### config.mk
export PLATFORM = sky130hd
export DESIGN_NAME = clas_step
export DESIGN_NICKNAME = d
export VERILOG_FILES = /design/src/hw/rtl/clas_pkg.sv /design/src/hw/rtl/clas_step.sv
export SDC_FILE = /design/constraint.sdc
export NUM_CORES = 1
export LEC_CHECK = 0
export BUFFER_PORTS_ARGS = -buffer_cell sky130_fd_sc_hd__buf_2
export CAP_MARGIN = 30
export CORE_ASPECT_RATIO = 0.5
export CORE_MARGIN = 4
export CORE_UTILIZATION = 30
export DETAILED_ROUTE_END_ITERATION = 10
export PLACE_DENSITY = 0.66
export SLEW_MARGIN = 20
export SYNTH_ARGS = -nofsm -noshare
export SYNTH_HDL_FRONTEND = slang
export SYNTH_SLANG_ARGS = --single-unit
### constraint.sdc
create_clock -name vclk -period 7.3
set_clock_uncertainty 0.15 [all_clocks]
set_input_delay 1.46 -clock vclk [all_inputs]
set_output_delay 1.46 -clock vclk [all_outputs]
set_load 0.01 [all_outputs]
### src/hw/rtl/clas_pkg.sv
`timescale 1ns / 1ps
`default_nettype none

package clas_pkg;

    localparam int MAX_BACKSLASH_RUN = 255;
    localparam int MAX_ARGS          = 255;

    localparam logic [15:0] CH_QUOTE  = 16'h0022;
    localparam logic [15:0] CH_BSLASH = 16'h005C;
    localparam logic [15:0] CH_SPACE  = 16'h0020;
    localparam logic [15:0] CH_TAB    = 16'h0009;

    // every third quote level in a quote run emits one quote
    localparam logic [1:0] QUOTE_EMIT_LEVEL = 2'd3;
    localparam logic [1:0] QUOTE_OPEN_LEVEL = 2'd2;

    typedef enum logic [2:0] {
        PH_START       = 3'd0,
        PH_PROG_QUOTED = 3'd1,
        PH_PROG_PLAIN  = 3'd2,
        PH_GAP         = 3'd3,
        PH_ARG         = 3'd4
    } t_phase;

    typedef struct packed {
        t_phase     phase;
        logic [7:0] held_backslashes;
        logic [1:0] quote_level;
        logic       in_quote_run;
        logic [7:0] current_arg;
        logic       overflow_seen;
    } t_state;

    localparam t_state STATE_RESET = '{
        phase:            PH_START,
        held_backslashes: 8'd0,
        quote_level:      2'd0,
        in_quote_run:     1'b0,
        current_arg:      8'd0,
        overflow_seen:    1'b0
    };

    typedef struct packed {
        logic [15:0] char_code;
        logic        last_char;
    } t_in_item;

    typedef struct packed {
        logic [7:0]  backslash_run;
        logic [15:0] out_char;
        logic [1:0]  char_copies;
        logic [7:0]  arg_number;
        logic        arg_closed;
        logic [7:0]  total_args;
        logic        run_overflow;
        logic        end_of_line;
    } t_out_item;

endpackage
`default_nettype wire

### src/hw/rtl/clas_step.sv
`timescale 1ns / 1ps
`default_nettype none

// One character of splitting: current state and character in, next state
// and the result item out. Purely combinational.
module clas_step import clas_pkg::*; (
    input  wire t_state    i_state,
    input  wire t_in_item  i_item,
    output t_state         o_state,
    output t_out_item      o_result
);

    logic        blank;
    logic        is_quote;
    logic        is_bslash;
    logic        do_arg;
    logic        gap_start;
    logic [7:0]  a_held;
    logic [1:0]  a_level;
    logic        a_run;
    logic [1:0]  level_inc;
    logic [7:0]  bs;
    logic [15:0] ch;
    logic [1:0]  copies;
    logic        closed;
    t_state      n;

    assign blank     = (i_item.char_code == CH_SPACE) || (i_item.char_code == CH_TAB);
    assign is_quote  = (i_item.char_code == CH_QUOTE);
    assign is_bslash = (i_item.char_code == CH_BSLASH);
    assign gap_start = (i_state.phase == PH_GAP) && !blank;
    assign do_arg    = (i_state.phase == PH_ARG) || gap_start;

    // a new argument starts with cleared backslash and quote state
    assign a_held    = gap_start ? 8'd0 : i_state.held_backslashes;
    assign a_level   = gap_start ? 2'd0 : i_state.quote_level;
    assign a_run     = gap_start ? 1'b0 : i_state.in_quote_run;
    assign level_inc = a_level + 2'd1;

    always_comb begin
        n      = i_state;
        bs     = 8'd0;
        ch     = 16'd0;
        copies = 2'd0;
        closed = 1'b0;

        unique case (i_state.phase)
            PH_PROG_QUOTED: begin
                if (is_quote) begin
                    closed  = 1'b1;
                    n.phase = PH_GAP;
                end else begin
                    ch     = i_item.char_code;
                    copies = 2'd1;
                end
            end
            PH_PROG_PLAIN: begin
                if (blank) begin
                    closed  = 1'b1;
                    n.phase = PH_GAP;
                end else begin
                    ch     = i_item.char_code;
                    copies = 2'd1;
                end
            end
            PH_GAP: begin
                if (!blank) begin
                    if (i_state.current_arg < 8'(MAX_ARGS - 1)) begin
                        n.current_arg = i_state.current_arg + 8'd1;
                    end
                    n.phase = PH_ARG;
                end
            end
            PH_ARG: begin
            end
            default: begin
                if (is_quote) begin
                    n.phase = PH_PROG_QUOTED;
                end else if (blank) begin
                    closed  = 1'b1;
                    n.phase = PH_GAP;
                end else begin
                    ch      = i_item.char_code;
                    copies  = 2'd1;
                    n.phase = PH_PROG_PLAIN;
                end
            end
        endcase

        if (do_arg) begin
            n.held_backslashes = a_held;
            n.quote_level      = a_level;
            n.in_quote_run     = a_run;
            if (is_quote) begin
                if (a_run) begin
                    if (level_inc == QUOTE_EMIT_LEVEL) begin
                        ch            = CH_QUOTE;
                        copies        = 2'd1;
                        n.quote_level = 2'd0;
                    end else begin
                        n.quote_level = level_inc;
                    end
                end else begin
                    // half the held run goes out, odd count doubles the quote
                    bs = {1'b0, a_held[7:1]};
                    ch = CH_QUOTE;
                    if (a_held[0]) begin
                        copies = 2'd2;
                    end else begin
                        copies        = 2'd1;
                        n.quote_level = level_inc;
                    end
                    n.held_backslashes = 8'd0;
                    n.in_quote_run     = 1'b1;
                end
            end else begin
                n.in_quote_run = 1'b0;
                if (a_run && (a_level == QUOTE_OPEN_LEVEL)) begin
                    n.quote_level = 2'd0;
                end
                if (is_bslash) begin
                    if (a_held < 8'(MAX_BACKSLASH_RUN)) begin
                        n.held_backslashes = a_held + 8'd1;
                    end else begin
                        n.overflow_seen = 1'b1;
                    end
                end else begin
                    bs                 = a_held;
                    n.held_backslashes = 8'd0;
                    if (blank && (n.quote_level == 2'd0)) begin
                        closed  = 1'b1;
                        n.phase = PH_GAP;
                    end else begin
                        ch     = i_item.char_code;
                        copies = 2'd1;
                    end
                end
            end
        end

        // end of line closes an open argument and flushes held backslashes
        if (i_item.last_char && !closed &&
            ((n.phase == PH_PROG_QUOTED) || (n.phase == PH_PROG_PLAIN) ||
             (n.phase == PH_ARG))) begin
            closed = 1'b1;
            if (n.phase == PH_ARG) begin
                bs = bs + n.held_backslashes;
            end
        end

        o_result.backslash_run = bs;
        o_result.out_char      = ch;
        o_result.char_copies   = copies;
        o_result.arg_number    = n.current_arg;
        o_result.arg_closed    = closed;
        o_result.total_args    = i_item.last_char ? (n.current_arg + 8'd1) : 8'd0;
        o_result.run_overflow  = n.overflow_seen;
        o_result.end_of_line   = i_item.last_char;

        o_state = i_item.last_char ? STATE_RESET : n;
    end

endmodule
`default_nettype wire

After elaboration in Yosys (flattened, before gate mapping)
Cells that the tools add are included.

word-level totals
  register bits = 0
  output and inout bits = 68
  word-level logic and storage cells = 101
  input port bits = 40

cells by class
  equal/unequal tests = 13
  reductions and logical operators = 13
  add/subtract/negate cells = 5
  mux-type cells = 68
  magnitude comparators = 2

operator list
  cell                   number
  $mux W16               9
  $mux W8                13
  $pmux W16 S3           1
  $eq A16 B6 Y1 const B  2
  $mux W2                15
  $add A8 B1 Y8 const B  3
  $mux W23               1
  $mux W3                6
  $mux W1                17
  $eq A16 B4 Y1 const B  1
  $eq A16 B7 Y1 const B  1
  $lt A8 B8 Y1 const B   2
  $mux W14               1
  $pmux W3 S4            1
  $mux W11               1
  $eq A3 B2 Y1 const B   3
  $add A8 B8 Y8          1
  $mux W7                1
  $eq A3 B1 Y1 const B   2
  $eq A3 B3 Y1 const B   2
  $pmux W1 S3            2
  $logic_and A1 B1 Y1    5
  $eq A2 B2 Y1 const B   2
  $logic_or A1 B1 Y1     4
  4 further kinds        5

Depth between registers and ports, before layout
Gate-level depths: netlist (run 1).

  depth in word-level cells = 21
  mapped depth = 19
  gate-level depth less buffers = 19

Worst setup path before layout (run 1)
OpenSTA, ideal clock, no wires.

  path kind = input port to output port
  start point = input port i_item[13] (netlist bit)
  end point = output port o_result[44] (netlist bit)
  slack = 0.303 ns
  data required time = 5.690 ns
  stages = 18
  arrival = 5.387 ns
  buffers on the path = 0
  path through = or4_1 -> or3_4 -> o21ai_4 -> and2_1 -> ha_1 -> and3_1 -> nand3_1 -> nor3_1 -> o21ai_0 -> o21ai_0 -> ha_1 -> a21o_1 -> a21oi_1 -> o21ai_0 -> o41a_1 -> and2_1 -> mux2i_1 -> xor2_1

RTL lines
  item                line             text
  start: declaration  clas_step.sv:8   input wire t_in_item i_item,
  end: declaration    clas_step.sv:10  output t_out_item o_result

==> results by group, run 1 <==
Status
  • Status: finished, final reports clean

Detailed routing
  • DR WL/cell: 13.6 um
  • DRC: 0
  • DRT antenna net count: 0
  • Vias per inst: 5.23
  • Routed vias: 2,770
  • DRT Wirelength: 7220 um
  • Initial DRT Pass Iterations: 5
  • Initial drt markers: 163

Synthesis
  • Yosys top cell area share: 8.17%
  • Top-count cell post-synth: nor2_1
  • Post-Synthesis Cells: 339
  • Post-synth top cells: nor2_1 (45), a21oi_1 (26), nand2_1 (25), o21ai_0 (23), clkbuf_1 (20)
  • Synth warn: 0
  • Net Count, Synth: 393
  • Cell taking the most area after synthesis: nor2_1
  • Avg Synthesized Cell Area: 6.10 sq um
  • Post-Syn Area: 2070 sq um
  • Seq/Total Area, Yosys: 0%
  • Dominant cells by area after synthesis: nor2_1 (8.2%), ha_1 (7.9%), a21oi_1 (6.3%)
  • Post-synthesis cell type count: 55

Worst hold path
  • Hold Path Stages: 2
  • Hold Crit Class: input pin to output port
  • Hold wc startpoint: i_item[12]
  • Worst Hold End: o_result[32]

Timing
  • RSZ-0062 raised after global routing: yes
  • Final Cycle Share: 97.5%
  • Slew headroom: 64.3%
  • Final Hold Fails: 0
  • Maximum clock rate: 140 MHz
  • Worst setup margin: 0.180 ns
  • Endpoints failing setup: 0
  • Slew at the pin with the worst max-slew slack: 0.530 ns
  • Max-slew violations: 0
  • Min Tclk post-route: 7.12 ns

Power
  • VDD IR max: 0.0163 mV
  • Pwr/cell area: 49.2 nW/um^2
  • Power consumption: 0.136 mW
  • Static Leakage: 1.35 nW

Place
  • Placed Cells incl. Taps: 529
  • DPL Wire Length: 5990 um
  • Area after DPL: 2730 sq um
  • PortBufs: 108
  • Gpl congestion: 0.934
  • Pre-CTS WS: 0.0563 ns

Global route
  • Vias in the first global route: 2,495
  • GRT Total Usage: 16.2%
  • Overflow after GRT: 0
  • Initial antenna violation count: 0
  • Largest net degree at the start of global routing: 20
  • First-pass GRT wire length: 11,800 um

Setup path
  • Critical path depth: 19
  • Arrival @ worst endpoint: 5.51 ns
  • Worst path max stage delay: 0.53 ns
  • Crit path kind: input pin to output port
  • Critical Path Slowest Stage Cell: or4_4
  • Cell Chain, Critical Path: buf_2 > or4_4 > or3_4 > o21ai_4 > and2_4 > ha_1 > and3_4 > nand3_2 > nor2_2 > o21ai_0 > ha_1 > fa_1 > a21o_1 > a21o_1 > a21o_1 > a21oi_1 > xnor2_1 > mux2_2 > buf_2
  • Worst Path Required: 5.69 ns
  • CP startpoint kind: input pin
  • Cell repeated most along the worst path: a21o_1
  • Worst-path fanout max: 4
  • CP bufs+invs: 2
  • Cell family with most CP delay: simple AND/OR/NAND/NOR gates
  • Crit. End Element: output port

Clock network
  • Post-CTS Hold Buffers: 0

Final layout
  • Fill count: 753
  • Synth-to-layout area growth: 33.9%
  • Post-route cell area: 2770 sq um
  • Final nets: 494
  • Seq cells: 0
  • Storage element area: 0 sq um
  • Finished Core Util: 41.5%
  • CLK BUF: 0
  • Fraction of layout cells with a size suffix above 1: 34.0%
  • Ant diodes: 0
  • Finished Layout Cells: 530

Floorplan
  • Die width: 125 um
  • Core area: 6670 sq um
  • Die height: 66.7 um
  • Initial core utilization: 31.0%
  • Die Footprint: 8360 sq um
  • I/O pin count: 108
  • Cell Rows: 21

Job
  • Max-Cap Viols: 0
## cell type report
| type | count | area (sq um) | share of cell area, % |
|---|---|---|---|
| inverters | 13 | 48.8 | 1.76 |
| multi-input cells | 301 | 1940 | 70.2 |
| repair buffers | 124 | 661 | 23.9 |
| well taps | 92 | 115 | 4.16 |
## stage by stage
step	setup TNS (ns)	hold WS, ns
detailed placement	0	2.98
floorplan	0	2.86
global placement	0	2.98
global route	-0.00284	3.00
CTS	0	2.98
finish	0	2.98
## placed cells by master, fill, tap and decap left out, types with 2 or more instances in the layout
| master | count |
|---|---|
| buf_2 | 108 |
| nor2_1 | 44 |
| a21oi_1 | 26 |
| nand2_1 | 25 |
| o21ai_0 | 19 |
| and2_1 | 17 |
| buf_4 | 16 |
| nor3_1 | 13 |
| ha_1 | 13 |
| inv_1 | 12 |
| nand3_1 | 11 |
| nor2b_1 | 11 |
| mux2_2 | 9 |
| nand4_1 | 8 |
| a21o_1 | 8 |
| a31oi_1 | 7 |
| xnor2_1 | 7 |
| nor4_1 | 6 |
| nand3b_1 | 6 |
| mux2i_1 | 5 |
| and3_1 | 4 |
| or2_2 | 4 |
| a22oi_1 | 4 |
| nand2b_1 | 3 |
| o21ai_1 | 3 |
| xor2_1 | 3 |
| or4_1 | 2 |
| o21a_1 | 2 |
| o41ai_1 | 2 |
| and2_4 | 2 |
| a21boi_0 | 2 |
| o22ai_1 | 2 |
| a22o_1 | 2 |
| nand4b_1 | 2 |
| a221o_1 | 2 |
| nor4b_1 | 2 |
## metal layers
| layer | up-vias | track usage (%) | wire length, um | share of wire, % |
|---|---|---|---|---|
| met4 | 0 | 0.405 | 0 | 0 |
| met5 | - | 0 | 0 | 0 |
| met3 | 0 | 1.20 | 416 | 5.8 |
| met2 | 61 | 29.0 | 3490 | 48 |
| li1 | 1432 | - | - | - |
| met1 | 1277 | 22.8 | 3310 | 46 |
## repair_timing
action                                  CTS  global route
endpoints found under the setup margin    0             3
buffers inserted                          0             1
resized for setup                         0            12
## cells by family (layout without fill, tap and decap cells)
kind of cell | Yosys count | count (layout) | synth area share, %
AO/OA/AOI/OAI | 92 | 92 | 28.7
buffers and inverters | 38 | 137 | 7.44
multiplexers | 14 | 14 | 7.32
adder cells (fa/ha/maj) | 14 | 14 | 8.84
XOR/XNOR | 10 | 10 | 4.24
AND/OR/NAND/NOR | 171 | 171 | 43.5
## how the worst max path moves through the flow
stage          startpoint           end  slack (ns)
6_report       i_item[13]  o_result[43]        0.18
5_1_grt        i_item[13]  o_result[43]      -0.003
4_1_cts        i_item[13]  o_result[44]        0.04
3_5_place_dp   i_item[13]  o_result[44]        0.06
3_3_place_gp   i_item[13]  o_result[44]        0.14
2_1_floorplan  i_item[13]  o_result[44]        0.30
## report_power, final
| part | leakage [nW] | switching (mW) | internal, mW |
|---|---|---|---|
| sequential | 0 | 0 | 0 |
| combinational | 1.35 | 0.0773 | 0.0588 |
| clock | 0 | 0 | 0 |
(Power assumes the default switching activity.)
==> run 2: changes to the inputs <==
--- a/config.mk
+++ b/config.mk
@@ -11,7 +11,7 @@
 export CORE_MARGIN = 4
 export CORE_UTILIZATION = 30
 export DETAILED_ROUTE_END_ITERATION = 10
-export PLACE_DENSITY = 0.66
+export PLACE_DENSITY_LB_ADDON = 0.12
 export SLEW_MARGIN = 20
 export SYNTH_ARGS = -nofsm -noshare
 export SYNTH_HDL_FRONTEND = slang
==> run 2 against run 1 <==
  * Clock-buffer cell count unchanged
  * Total power up 5.2%
  * First-iteration DRC count is 2.5% higher
  * Combinational power rose by 5%
  * Die area unchanged
  * Wire length increased by 12%
  * Sequential share of layout area unchanged
  * Global-route usage grew 1.9 points
  * Hold slack is essentially flat
  * Cell count is 0.75% higher
  * Critical path type unchanged
  * Highest routed layer unchanged
==> results by group, run 2 (same netlist as run 1, synthesis figures left out) <==
Detailed routing
  • Vias per inst: 5.33 (+1.9%)
  • DRT Wirelength: 8070 um (+12%)
  • Initial drt markers: 167 (+2.5%)
  • DR WL/cell: 15.1 um (+11%)
  • Routed vias: 2,845 (+2.7%)
  • DRC: 0 (unchanged)
  • Initial DRT Pass Iterations: 4 (-1)
  • DRT antenna net count: 0 (unchanged)

Final layout
  • Storage element area: 0 sq um (unchanged)
  • Synth-to-layout area growth: 37.8%
  • Fraction of layout cells with a size suffix above 1: 36.4% (+2.4 points)
  • Ant diodes: 0 (unchanged)
  • Commonest non-fill, non-tap cell in the layout: buf_2
  • Final nets: 498 (+0.81%)
  • Finished Core Util: 42.7% (+1.2 points)
  • Seq cells: 0 (unchanged)
  • Most frequent cells in the layout: buf_2 (108), nor2_1 (44), nand2_1 (25), a21oi_1 (24), buf_4 (20)
  • CLK BUF: 0 (unchanged)

Floorplan
  • Cell Rows: 21 (unchanged)
  • Die Footprint: 8360 sq um (unchanged)
  • Die width: 125 um (unchanged)
  • Core area: 6670 sq um (unchanged)
  • Initial core utilization: 31.0% (unchanged)
  • Die height: 66.7 um (unchanged)
  • I/O pin count: 108 (unchanged)

Power
  • Pwr/cell area: 50.3 nW/um^2 (+2.2%)
  • VDD IR max: 0.0190 mV (+17%)
  • Static Leakage: 1.39 nW (+2.7%)

Global route
  • Largest net degree at the start of global routing: 20 (unchanged)
  • GRT Total Usage: 18.1% (+1.9 points)
  • Met2 usage: 32.1% (+3.1 points)
  • Met3 Usage GRT: 1.60% (+0.40 points)
  • Overflow after GRT: 0 (unchanged)
  • Initial antenna violation count: 0 (unchanged)
  • Met1 Track Usage GR: 25.2% (+2.4 points)
  • Global route hottest layer: met2
  • Vias in the first global route: 2,717 (+8.9%)
  • First-pass GRT wire length: 13,000 um (+10%)

Status
  • Status: finished, final reports clean

Timing
  • Slew headroom: 58.3% (-6.0 points)
  • Min Tclk post-route: 7.15 ns (+0.0248 ns)
  • Maximum clock rate: 140 MHz (-0.35%)
  • Slew at the pin with the worst max-slew slack: 0.622 ns (+0.0924 ns)
  • Endpoints failing setup: 0 (unchanged)
  • WHS: 2.98 ns (-0.000160 ns)
  • Final Hold Fails: 0 (unchanged)
  • Worst setup margin: 0.155 ns (-0.0248 ns)
  • Setup tns final: 0 ns (unchanged)
  • Max-slew violations: 0 (unchanged)
  • Final Cycle Share: 97.9% (+0.34 points)

Worst hold path
  • Hold Path Stages: 2 (unchanged)
  • Hold Crit Class: input pin to output port
  • Hold wc startpoint: i_item[15]
  • Worst Hold End: o_result[35]

Setup path
  • Arrival @ worst endpoint: 5.54 ns (+0.03 ns)
  • Worst Path Required: 5.69 ns (about the same)
  • Crit. End Element: output port
  • Worst-path fanout max: 5 (+1)
  • Crit path kind: input pin to output port
  • CP startpoint kind: input pin

Place
  • DPL Wire Length: 6580 um (+9.8%)
  • Pre-CTS WS: -0.0354 ns (-0.0918 ns)
  • Gpl congestion: 0.894 (-4.3%)
  • PortBufs: 108 (unchanged)

Job
  • Max-Cap Viols: 0 (unchanged)
==> run 2: changes by cell type in the layout (fill, tap and decap cells not counted), sizes merged <==
cell,delta
buf,+4
==> run 2: metal layers <==
metal	part of all wire [%]	vias up
li1	-	1441
met1	49	1329
met2	46	75
met3	4.8	0
met4	0	0
met5	0	-
==> run 2: what timing repair did <==
item | CTS | global route
setup buffers | 0 | 6
hold buffers | 0 | 0
setup endpoints to repair | 1 | 3
resized for setup | 2 | 24
pin swaps | 0 | 11
==> run 2: layout make-up <==
cell class | instances | area, sq um
Multi-Input combinational cell | 301 | 1990
Tap cell | 92 | 115
Inverter | 13 | 48.8
Timing Repair Buffer | 128 | 691
Fill cell | 737 | 3820
==> run 2: worst max path at each step <==
stage / endpoint / depth (start not counted) / start / slack (ns)
floorplan: o_result[44] / 18 / i_item[13] / 0.30
global placement: o_result[44] / 20 / i_item[13] / 0.10
detailed placement: o_result[44] / 20 / i_item[13] / -0.04
CTS: o_result[43] / 19 / i_item[13] / 0.02
global route: o_result[44] / 20 / i_item[9] / -0.02
finish: o_result[43] / 19 / i_item[9] / 0.15
==> run 2: report_power, final <==
part	total, mW	leakage, nW	internal (mW)	switching [mW]
Combinational	0.143	1.39	0.0617	0.0815
Sequential	0	0	0	0
Clock	0	0	0	0
==> run 2: through the flow <==
step / cell area, sq um / power (mW) / std cells
6_report: 2850 / 0.143 / 534
5_1_grt: 2850 / 0.159 / 534
4_1_cts: 2730 / 0.137 / 528
3_5_place_dp: 2720 / 0.136 / 528
3_3_place_gp: 2720 / 0.135 / 528
2_1_floorplan: 2070 / 0.0800 / 339
==> run 2: worst max-delay path: stages <==
cell and delay, ns:
buf_2 0.11, or4_4 0.52, or3_4 0.41, o21ai_4 0.19, and2_4 0.17, ha_1 0.15
and3_4 0.20, nand3_4 0.12, nor2_4 0.14, o21ai_0 0.14, ha_1 0.26, fa_1 0.42
a21o_1 0.19, a21o_1 0.20, a21o_1 0.18, a21oi_1 0.18, xnor2_1 0.07, mux2_2 0.26
buf_2 0.14
